File: config.mk
export PLATFORM = sky130hd
export DESIGN_NAME = serial_frame_receiver_top
export DESIGN_NICKNAME = d
export VERILOG_FILES = /design/src/rtl/sfr_pkg.sv /design/src/rtl/serial_frame_receiver_top.sv /design/src/rtl/sfr_parser.sv
export SDC_FILE = /design/constraint.sdc
export NUM_CORES = 1
export LEC_CHECK = 0
export ABC_CLOCK_PERIOD_IN_PS = 2200
export BUFFER_PORTS_ARGS = -buffer_cell sky130_fd_sc_hd__buf_4
export CAP_MARGIN = 0
export CORE_ASPECT_RATIO = 2
export CORE_MARGIN = 2
export CORE_UTILIZATION = 55
export CTS_BUF_LIST = sky130_fd_sc_hd__clkbuf_4 sky130_fd_sc_hd__clkbuf_8
export CTS_CLUSTER_SIZE = 10
export DETAILED_ROUTE_END_ITERATION = 10
export GPL_ROUTABILITY_DRIVEN = 0
export GPL_TIMING_DRIVEN = 0
export PLACE_DENSITY = 0.79
export SETUP_SLACK_MARGIN = 0.05
export SYNTH_ARGS = -nofsm -noshare
export SYNTH_HDL_FRONTEND = slang
export SYNTH_HIERARCHICAL = 1
export SYNTH_SLANG_ARGS = --single-unit
File: constraint.sdc
create_clock -name clk -period 2.2 [get_ports clk]
set_input_delay 0.33 -clock clk [delete_from_list [all_inputs] [get_ports clk]]
set_output_delay 0.33 -clock clk [all_outputs]
set_load 0.02 [all_outputs]
File: src/rtl/sfr_pkg.sv
// Types and constants of the serial frame receiver.
`timescale 1ns / 1ps
`default_nettype none

package sfr_pkg;

    typedef enum logic [3:0] {
        PH_HUNT = 4'd0,
        PH_IDH  = 4'd1,
        PH_IDL  = 4'd2,
        PH_CMD  = 4'd3,
        PH_REQ  = 4'd4,
        PH_SIDH = 4'd5,
        PH_SIDL = 4'd6,
        PH_LEN  = 4'd7,
        PH_DATA = 4'd8,
        PH_STOP = 4'd9
    } phase_t;

    typedef enum logic [2:0] {
        ST_HEADER  = 3'd0,
        ST_KEPT    = 3'd1,
        ST_DROPPED = 3'd2,
        ST_DONE    = 3'd3,
        ST_BADSTOP = 3'd4,
        ST_REJECT  = 3'd5
    } status_t;

    typedef enum logic [7:0] {
        REG_START_BYTE  = 8'd0,
        REG_STOP_BYTE   = 8'd1,
        REG_WRITE_FLASH = 8'd2,
        REG_ERASE_FLASH = 8'd3
    } reg_index_t;

    localparam logic [7:0] ID_BYTE    = 8'h00;
    localparam logic [7:0] REQ_BYTE   = 8'h00;
    localparam logic [7:0] SID_ZERO   = 8'h00;
    localparam logic [7:0] SID_UNLK_H = 8'h55;
    localparam logic [7:0] SID_UNLK_L = 8'hAA;

    typedef struct packed {
        logic [7:0] start_byte;
        logic [7:0] stop_byte;
        logic [7:0] write_flash_command;
        logic [7:0] erase_flash_command;
    } cfg_t;

    typedef struct packed {
        status_t    status;
        logic [7:0] payload_byte;
        logic [7:0] payload_index;
        logic [7:0] frame_command;
        logic [7:0] frame_length;
        logic       frame_unlocked;
    } result_t;

endpackage

`default_nettype wire

File: src/rtl/serial_frame_receiver_top.sv
// Top level of the serial frame receiver: config registers, parser and output buffering.
//
// Takes one received byte per transaction and returns exactly one registered result per
// byte. A byte can be accepted every cycle: results go to an output register backed by a
// one-entry skid register, and in_stall is the skid occupancy, so input stalls only after
// the output side has held off for two results. Configuration writes are taken in any
// cycle (cfg_ready is always high); indexes beyond the register list are ignored.
`timescale 1ns / 1ps
`default_nettype none

module serial_frame_receiver_top #(
    parameter int BUF_DEPTH = 64
) (
    input  wire logic       clk,
    input  wire logic       rst_n,
    input  wire logic       cfg_valid,
    output logic            cfg_ready,
    input  wire logic [7:0] cfg_index,
    input  wire logic [7:0] cfg_data,
    input  wire logic       in_valid,
    output logic            in_stall,
    input  wire logic [7:0] rx_byte,
    output logic            out_valid,
    input  wire logic       out_stall,
    output logic [2:0]      status,
    output logic [7:0]      payload_byte,
    output logic [7:0]      payload_index,
    output logic [7:0]      frame_command,
    output logic [7:0]      frame_length,
    output logic            frame_unlocked
);

    sfr_pkg::cfg_t    cfg_reg;
    sfr_pkg::result_t step_res;
    sfr_pkg::result_t out_data_reg, out_data_next;
    sfr_pkg::result_t skid_data_reg, skid_data_next;
    logic             out_valid_reg, out_valid_next;
    logic             skid_valid_reg, skid_valid_next;
    logic             in_acc;
    logic             out_free;

    assign cfg_ready = 1'b1;
    assign in_stall  = skid_valid_reg;
    assign in_acc    = in_valid && !skid_valid_reg;
    assign out_free  = !out_valid_reg || !out_stall;

    always_ff @(posedge clk or negedge rst_n)
    begin
        if (!rst_n)
        begin
            cfg_reg <= '0;
        end
        else if (cfg_valid)
        begin
            case (cfg_index)
                sfr_pkg::REG_START_BYTE:  cfg_reg.start_byte          <= cfg_data;
                sfr_pkg::REG_STOP_BYTE:   cfg_reg.stop_byte           <= cfg_data;
                sfr_pkg::REG_WRITE_FLASH: cfg_reg.write_flash_command <= cfg_data;
                sfr_pkg::REG_ERASE_FLASH: cfg_reg.erase_flash_command <= cfg_data;
                default:                  cfg_reg <= cfg_reg;
            endcase
        end
    end

    sfr_parser #(
        .BUF_DEPTH (BUF_DEPTH)
    ) u_parser (
        .clk     (clk),
        .rst_n   (rst_n),
        .cfg     (cfg_reg),
        .step    (in_acc),
        .rx_byte (rx_byte),
        .res     (step_res)
    );

    // output register with skid; skid drains first to keep order
    always_comb
    begin
        out_valid_next  = out_valid_reg;
        out_data_next   = out_data_reg;
        skid_valid_next = skid_valid_reg;
        skid_data_next  = skid_data_reg;
        if (out_free)
        begin
            if (skid_valid_reg)
            begin
                out_valid_next  = 1'b1;
                out_data_next   = skid_data_reg;
                skid_valid_next = 1'b0;
            end
            else
            begin
                out_valid_next = in_acc;
                out_data_next  = step_res;
            end
        end
        else if (in_acc)
        begin
            skid_valid_next = 1'b1;
            skid_data_next  = step_res;
        end
    end

    always_ff @(posedge clk or negedge rst_n)
    begin
        if (!rst_n)
        begin
            out_valid_reg  <= 1'b0;
            skid_valid_reg <= 1'b0;
        end
        else
        begin
            out_valid_reg  <= out_valid_next;
            skid_valid_reg <= skid_valid_next;
        end
    end

    always_ff @(posedge clk)
    begin
        out_data_reg  <= out_data_next;
        skid_data_reg <= skid_data_next;
    end

    assign out_valid      = out_valid_reg;
    assign status         = out_data_reg.status;
    assign payload_byte   = out_data_reg.payload_byte;
    assign payload_index  = out_data_reg.payload_index;
    assign frame_command  = out_data_reg.frame_command;
    assign frame_length   = out_data_reg.frame_length;
    assign frame_unlocked = out_data_reg.frame_unlocked;

endmodule

`default_nettype wire

File: src/rtl/sfr_parser.sv
// Frame parser: phase machine, held header fields and the result of one byte.
`timescale 1ns / 1ps
`default_nettype none

module sfr_parser #(
    parameter int BUF_DEPTH = 64
) (
    input  wire logic           clk,
    input  wire logic           rst_n,
    input  wire sfr_pkg::cfg_t  cfg,
    input  wire logic           step,
    input  wire logic [7:0]     rx_byte,
    output sfr_pkg::result_t    res
);

    localparam logic [8:0] BUF_LIMIT = 9'(BUF_DEPTH);

    sfr_pkg::phase_t phase_reg, phase_next;
    logic [7:0]      command_reg, command_next;
    logic [7:0]      length_reg, length_next;
    logic            unlock_reg, unlock_next;
    logic [7:0]      count_reg, count_next;

    logic            needs_unlock;
    logic [7:0]      count_inc;

    assign needs_unlock = (command_reg == cfg.write_flash_command) ||
                          (command_reg == cfg.erase_flash_command);
    assign count_inc    = count_reg + 8'd1;

    // next state and held fields
    always_comb
    begin
        phase_next   = phase_reg;
        command_next = command_reg;
        length_next  = length_reg;
        unlock_next  = unlock_reg;
        count_next   = count_reg;
        case (phase_reg)
            sfr_pkg::PH_HUNT:
            begin
                if (rx_byte == cfg.start_byte)
                begin
                    phase_next  = sfr_pkg::PH_IDH;
                    length_next = 8'd0;
                    unlock_next = 1'b0;
                end
            end
            sfr_pkg::PH_IDH:
                phase_next = (rx_byte == sfr_pkg::ID_BYTE) ? sfr_pkg::PH_IDL : sfr_pkg::PH_HUNT;
            sfr_pkg::PH_IDL:
                phase_next = (rx_byte == sfr_pkg::ID_BYTE) ? sfr_pkg::PH_CMD : sfr_pkg::PH_HUNT;
            sfr_pkg::PH_CMD:
            begin
                command_next = rx_byte;
                phase_next   = sfr_pkg::PH_REQ;
            end
            sfr_pkg::PH_REQ:
                phase_next = (rx_byte == sfr_pkg::REQ_BYTE) ? sfr_pkg::PH_SIDH : sfr_pkg::PH_HUNT;
            sfr_pkg::PH_SIDH:
            begin
                if (rx_byte == (needs_unlock ? sfr_pkg::SID_UNLK_H : sfr_pkg::SID_ZERO))
                    phase_next = sfr_pkg::PH_SIDL;
                else
                    phase_next = sfr_pkg::PH_HUNT;
            end
            sfr_pkg::PH_SIDL:
            begin
                if (rx_byte == (needs_unlock ? sfr_pkg::SID_UNLK_L : sfr_pkg::SID_ZERO))
                begin
                    phase_next = sfr_pkg::PH_LEN;
                    if (needs_unlock)
                        unlock_next = 1'b1;
                end
                else
                begin
                    phase_next = sfr_pkg::PH_HUNT;
                end
            end
            sfr_pkg::PH_LEN:
            begin
                length_next = rx_byte;
                if (rx_byte != 8'd0)
                begin
                    phase_next = sfr_pkg::PH_DATA;
                    count_next = 8'd0;
                end
                else
                begin
                    phase_next = sfr_pkg::PH_STOP;
                end
            end
            sfr_pkg::PH_DATA:
            begin
                count_next = count_inc;
                if (count_inc == length_reg)
                    phase_next = sfr_pkg::PH_STOP;
            end
            sfr_pkg::PH_STOP:
                phase_next = sfr_pkg::PH_HUNT;
            default:
                phase_next = sfr_pkg::PH_HUNT;
        endcase
    end

    // result of the current byte
    always_comb
    begin
        res.status        = sfr_pkg::ST_HEADER;
        res.payload_byte  = 8'd0;
        res.payload_index = 8'd0;
        case (phase_reg)
            sfr_pkg::PH_IDH,
            sfr_pkg::PH_IDL,
            sfr_pkg::PH_REQ,
            sfr_pkg::PH_SIDH,
            sfr_pkg::PH_SIDL:
            begin
                if (phase_next == sfr_pkg::PH_HUNT)
                    res.status = sfr_pkg::ST_REJECT;
            end
            sfr_pkg::PH_DATA:
            begin
                res.payload_index = count_reg;
                if ({1'b0, count_reg} < BUF_LIMIT)
                begin
                    res.status       = sfr_pkg::ST_KEPT;
                    res.payload_byte = rx_byte;
                end
                else
                begin
                    res.status = sfr_pkg::ST_DROPPED;
                end
            end
            sfr_pkg::PH_STOP:
                res.status = (rx_byte == cfg.stop_byte) ? sfr_pkg::ST_DONE : sfr_pkg::ST_BADSTOP;
            default:
                res.status = sfr_pkg::ST_HEADER;
        endcase
        res.frame_command  = command_next;
        res.frame_length   = length_next;
        res.frame_unlocked = unlock_next;
    end

    always_ff @(posedge clk or negedge rst_n)
    begin
        if (!rst_n)
        begin
            phase_reg   <= sfr_pkg::PH_HUNT;
            command_reg <= 8'd0;
            length_reg  <= 8'd0;
            unlock_reg  <= 1'b0;
            count_reg   <= 8'd0;
        end
        else if (step)
        begin
            phase_reg   <= phase_next;
            command_reg <= command_next;
            length_reg  <= length_next;
            unlock_reg  <= unlock_next;
            count_reg   <= count_next;
        end
    end

endmodule

`default_nettype wire

==> metrics.md <==
| Metric | Value |
|---|---|
| Hold Crit Start | `in_valid` |
| Cell Rows | `55` |
| Fmax | `431 MHz` |
| CP Data Arrival Time | `2.51 ns` |
| CTS tree | `built` |
| Max reg flops | `36` |
| Crit start category | `flop` |
| Port bufs | `62` |
| Syn Std Cell Area | `6340 um^2` |
| Vias in the first global route | `4,401` |
| Pwr Density | `1030 nW/um^2` |
| Crit. End Element | `flop` |
| Top post-synthesis cells by count | `mux2_2 (92), edfxtp_1 (72), dfrtp_1 (63)` |
| NumNets Final | `592` |
| Worst Tran Pin Value | `between 0.8 and 0.9 ns` |
| Via-to-Cell Ratio | `about 6.0` |
| Most frequent cell after synthesis | `mux2_2` |
| Worst EP required | `2.40 ns` |
| Die area | `12,500 um^2` |
| Setup WS post-layout | `-0.118 ns` |
| Chip height | `156 um` |
| Post-synth ARST share | `0.467` |
| TritonRoute pass-1 iters | `6` |
| Yosys cell types | `55` |
| Cells after DPL | `675` |
| Failing checks | `negative setup slack` |
| Fraction of layout cells with a size suffix above 1 | `0.431` |
| Yosys top cell by area | `edfxtp_1` |
| Final hold vios | `0` |
| Num ports | `68` |
| Total number of vias | `between 4,000 and 5,000` |
| Total gr overflow | `0` |
| Clock period minus worst slack | `2.32 ns` |
| Gr usage total | `0.241` |
| WL/cell | `19.8 um` |
| Die width | `79.9 um` |
| Initial Utilization | `0.562` |
| Clk_skew | `0.0149 ns` |
| CP max-delay cell | `dfrtp_2` |
| WHS Endpoint | `out_valid` |
| Post-synth EDFFs | `72` |
| Peak supply drop | `0.614 mV` |
| Antenna diodes | `0` |
| Slew Limit Headroom | `0.425` |
| Clock transition at path regs | `0.08 ns` |
| Area Growth Syn to Fin | `20.8%` |
| Root Driver | `clkbuf_8` |
| Max Cap Violations | `0` |
| Reg2Reg Capture Point | `status[0]` |
| Outcome | `finished with violations` |
| Cells after Synth | `roughly 470` |
| CTS max path bufs | `2` |
| Ys flop type | `edfxtp_1` |
| Synth top area share | `0.341` |
| Placeable Area | `about 11,000 um^2` |
| Synth Area per Inst | `about 13 um^2` |
| First-pass GRT wire length | `22.4 mm` |
| Power, Total | `0.00786 W` |
| Critical path buffer and inverter count | `0` |
| Final wirelength | `between 10 and 15 mm` |
| Worst path max stage delay | `0.45 ns` |
| Slew Limit Fails | `0` |
| Top cells by area, synth | `edfxtp_1 (34%), dfrtp_1 (25%), mux2_2 (16%)` |
| Clock latency on the worst-skew pair | `0.45 ns` |
| Initial antenna violation count | `0` |
| R2R depth | `7` |
| HPWL Detailed | `about 10 mm` |
| R2R setup slack | `-0.12 ns` |
| Seq/Total Area, Yosys | `0.590` |
| Unrepaired setup endpoints after global routing | `true` |
| Largest net degree at the start of global routing | `64` |
| Syn_nets | `between 500 and 600` |
| Final Cycle Share | `1.05` |
| Leakage | `about 3.2 nW` |
| H-tree depth | `4` |
| TritonCTS buffer count | `17` |
| # setup viols final | `3` |
| Clock Sinks | `135` |
| Drt drc | `0` |
| Hold depth | `3` |
| Crit-path leading delay family | `compound AO/OA/AOI/OAI gates` |
| YS warnings | `6` |
| Worst-path maximum fanout | `4` |
| RR Startpoint | `u_parser/command_reg[5]` |
| First DRT Iteration DRCs | `between 200 and 300` |
| Worst path cell trace | `xnor2_2, nand4_1, o22ai_4, mux2i_2, nor4_2, a221o_1, mux2_2` |
| Post-DRT Antenna Nets | `0` |
| Final cell count without fillers | `717` |
| Hold WC Path Type | `input port to flop` |
| Crit Path Category | `flop to flop` |
| Flop and latch count out of synthesis | `135` |
## tightest hold or removal path, cell delays in order
cell and delay, ns:
buf_4 0.08, nor2_1 0.04, nand2_1 0.05
## layer usage
metal  GRT usage  vias to the layer above  wire [um]
met2       0.441                      181       7980
met4       0.145                        0        795
met5           0                        -          0
met3      0.0498                       60        563
met1       0.241                     2140       4830
li1            -                     1921          -
## logic make-up (layout without fill, tap and decap cells)
kind of cell / Yosys count / in the layout / share of synthesized area
flip-flops: 135 / 135 / 0.590
AND/OR/NAND/NOR: 120 / 120 / 0.114
multiplexers: 94 / 94 / 0.167
AO/OA/AOI/OAI: 47 / 47 / 0.0460
XOR/XNOR: 43 / 43 / 0.0594
buffers and inverters: 30 / 134 / 0.0217
adder cells (fa/ha/maj): 1 / 1 / 0.00197
other: 1 / 1 / 0.000592
## cell usage in the layout (no fill, tap or decap), drive strengths merged, types with 2 or more instances in the layout
master	n
mux2	92
buf	83
edfxtp	72
dfrtp	63
nand2	30
xnor2	30
clkbuf	30
o21ai	22
and3	19
nor2	14
xor2	13
inv	11
nand4	9
nor3	9
nor4	8
a21oi	6
nor2b	5
nand2b	5
o31ai	4
bufinv	3
clkinvlp	3
and4	3
nand3	3
nand4b	3
clkinv	3
and2	3
o22ai	3
a31oi	2
or3	2
or4	2
or2	2
mux2i	2
## area by class of cell
| class | count | area (um^2) |
|---|---|---|
| clock buffer | 18 | 241 |
| sequential | 135 | 3740 |
| multi-input combinational | 306 | 2620 |
| timing repair buffer | 73 | 551 |
| tap | 142 | 178 |
| buffer | 23 | 130 |
| inverter | 6 | 22.5 |
| clock inverter | 14 | 173 |
| fill | 819 | 3630 |
## power breakdown
group          switching [W]  internal [W]
Sequential          0.000332       0.00318
Combinational        0.00118       0.00102
Clock                0.00100       0.00114
## per-stage QoR
stage	utilization	setup slack, ns	instance area [um^2]	hold slack (ns)	setup TNS (ns)
2_1_floorplan	-	-0.104	6360	0.0344	-0.104
3_3_place_gp	0.620	-0.389	7000	0.462	-11.55
3_5_place_dp	0.620	-0.475	7000	0.475	-4.35
4_1_cts	0.673	-0.0720	7600	0.0891	-0.0720
5_1_grt	0.678	-0.155	7660	0.115	-0.258
6_report	0.678	-0.118	7660	0.0931	-0.128
## worst max-delay path by stage
stage                                  from        end  slack [ns]  cells past startpoint
floorplan                        rx_byte[0]  status[0]       -0.10                      7
global placement                 rx_byte[0]  status[0]       -0.39                      8
detailed placement               rx_byte[0]  status[0]       -0.47                      8
CTS                 u_parser/command_reg[5]  status[0]       -0.07                      7
global route        u_parser/command_reg[3]  status[0]       -0.16                      7
finish              u_parser/command_reg[5]  status[0]       -0.12                      7
## timing repair
action / in CTS / in global routing
hold buffers: 1 / 0
pin swaps: 13 / 5
gates resized for setup: 24 / 18
endpoints found under the setup margin: 46 / 33
hold endpoints to repair: 6 / 0
buffers inserted: 7 / 3
(Power assumes the default switching activity.)
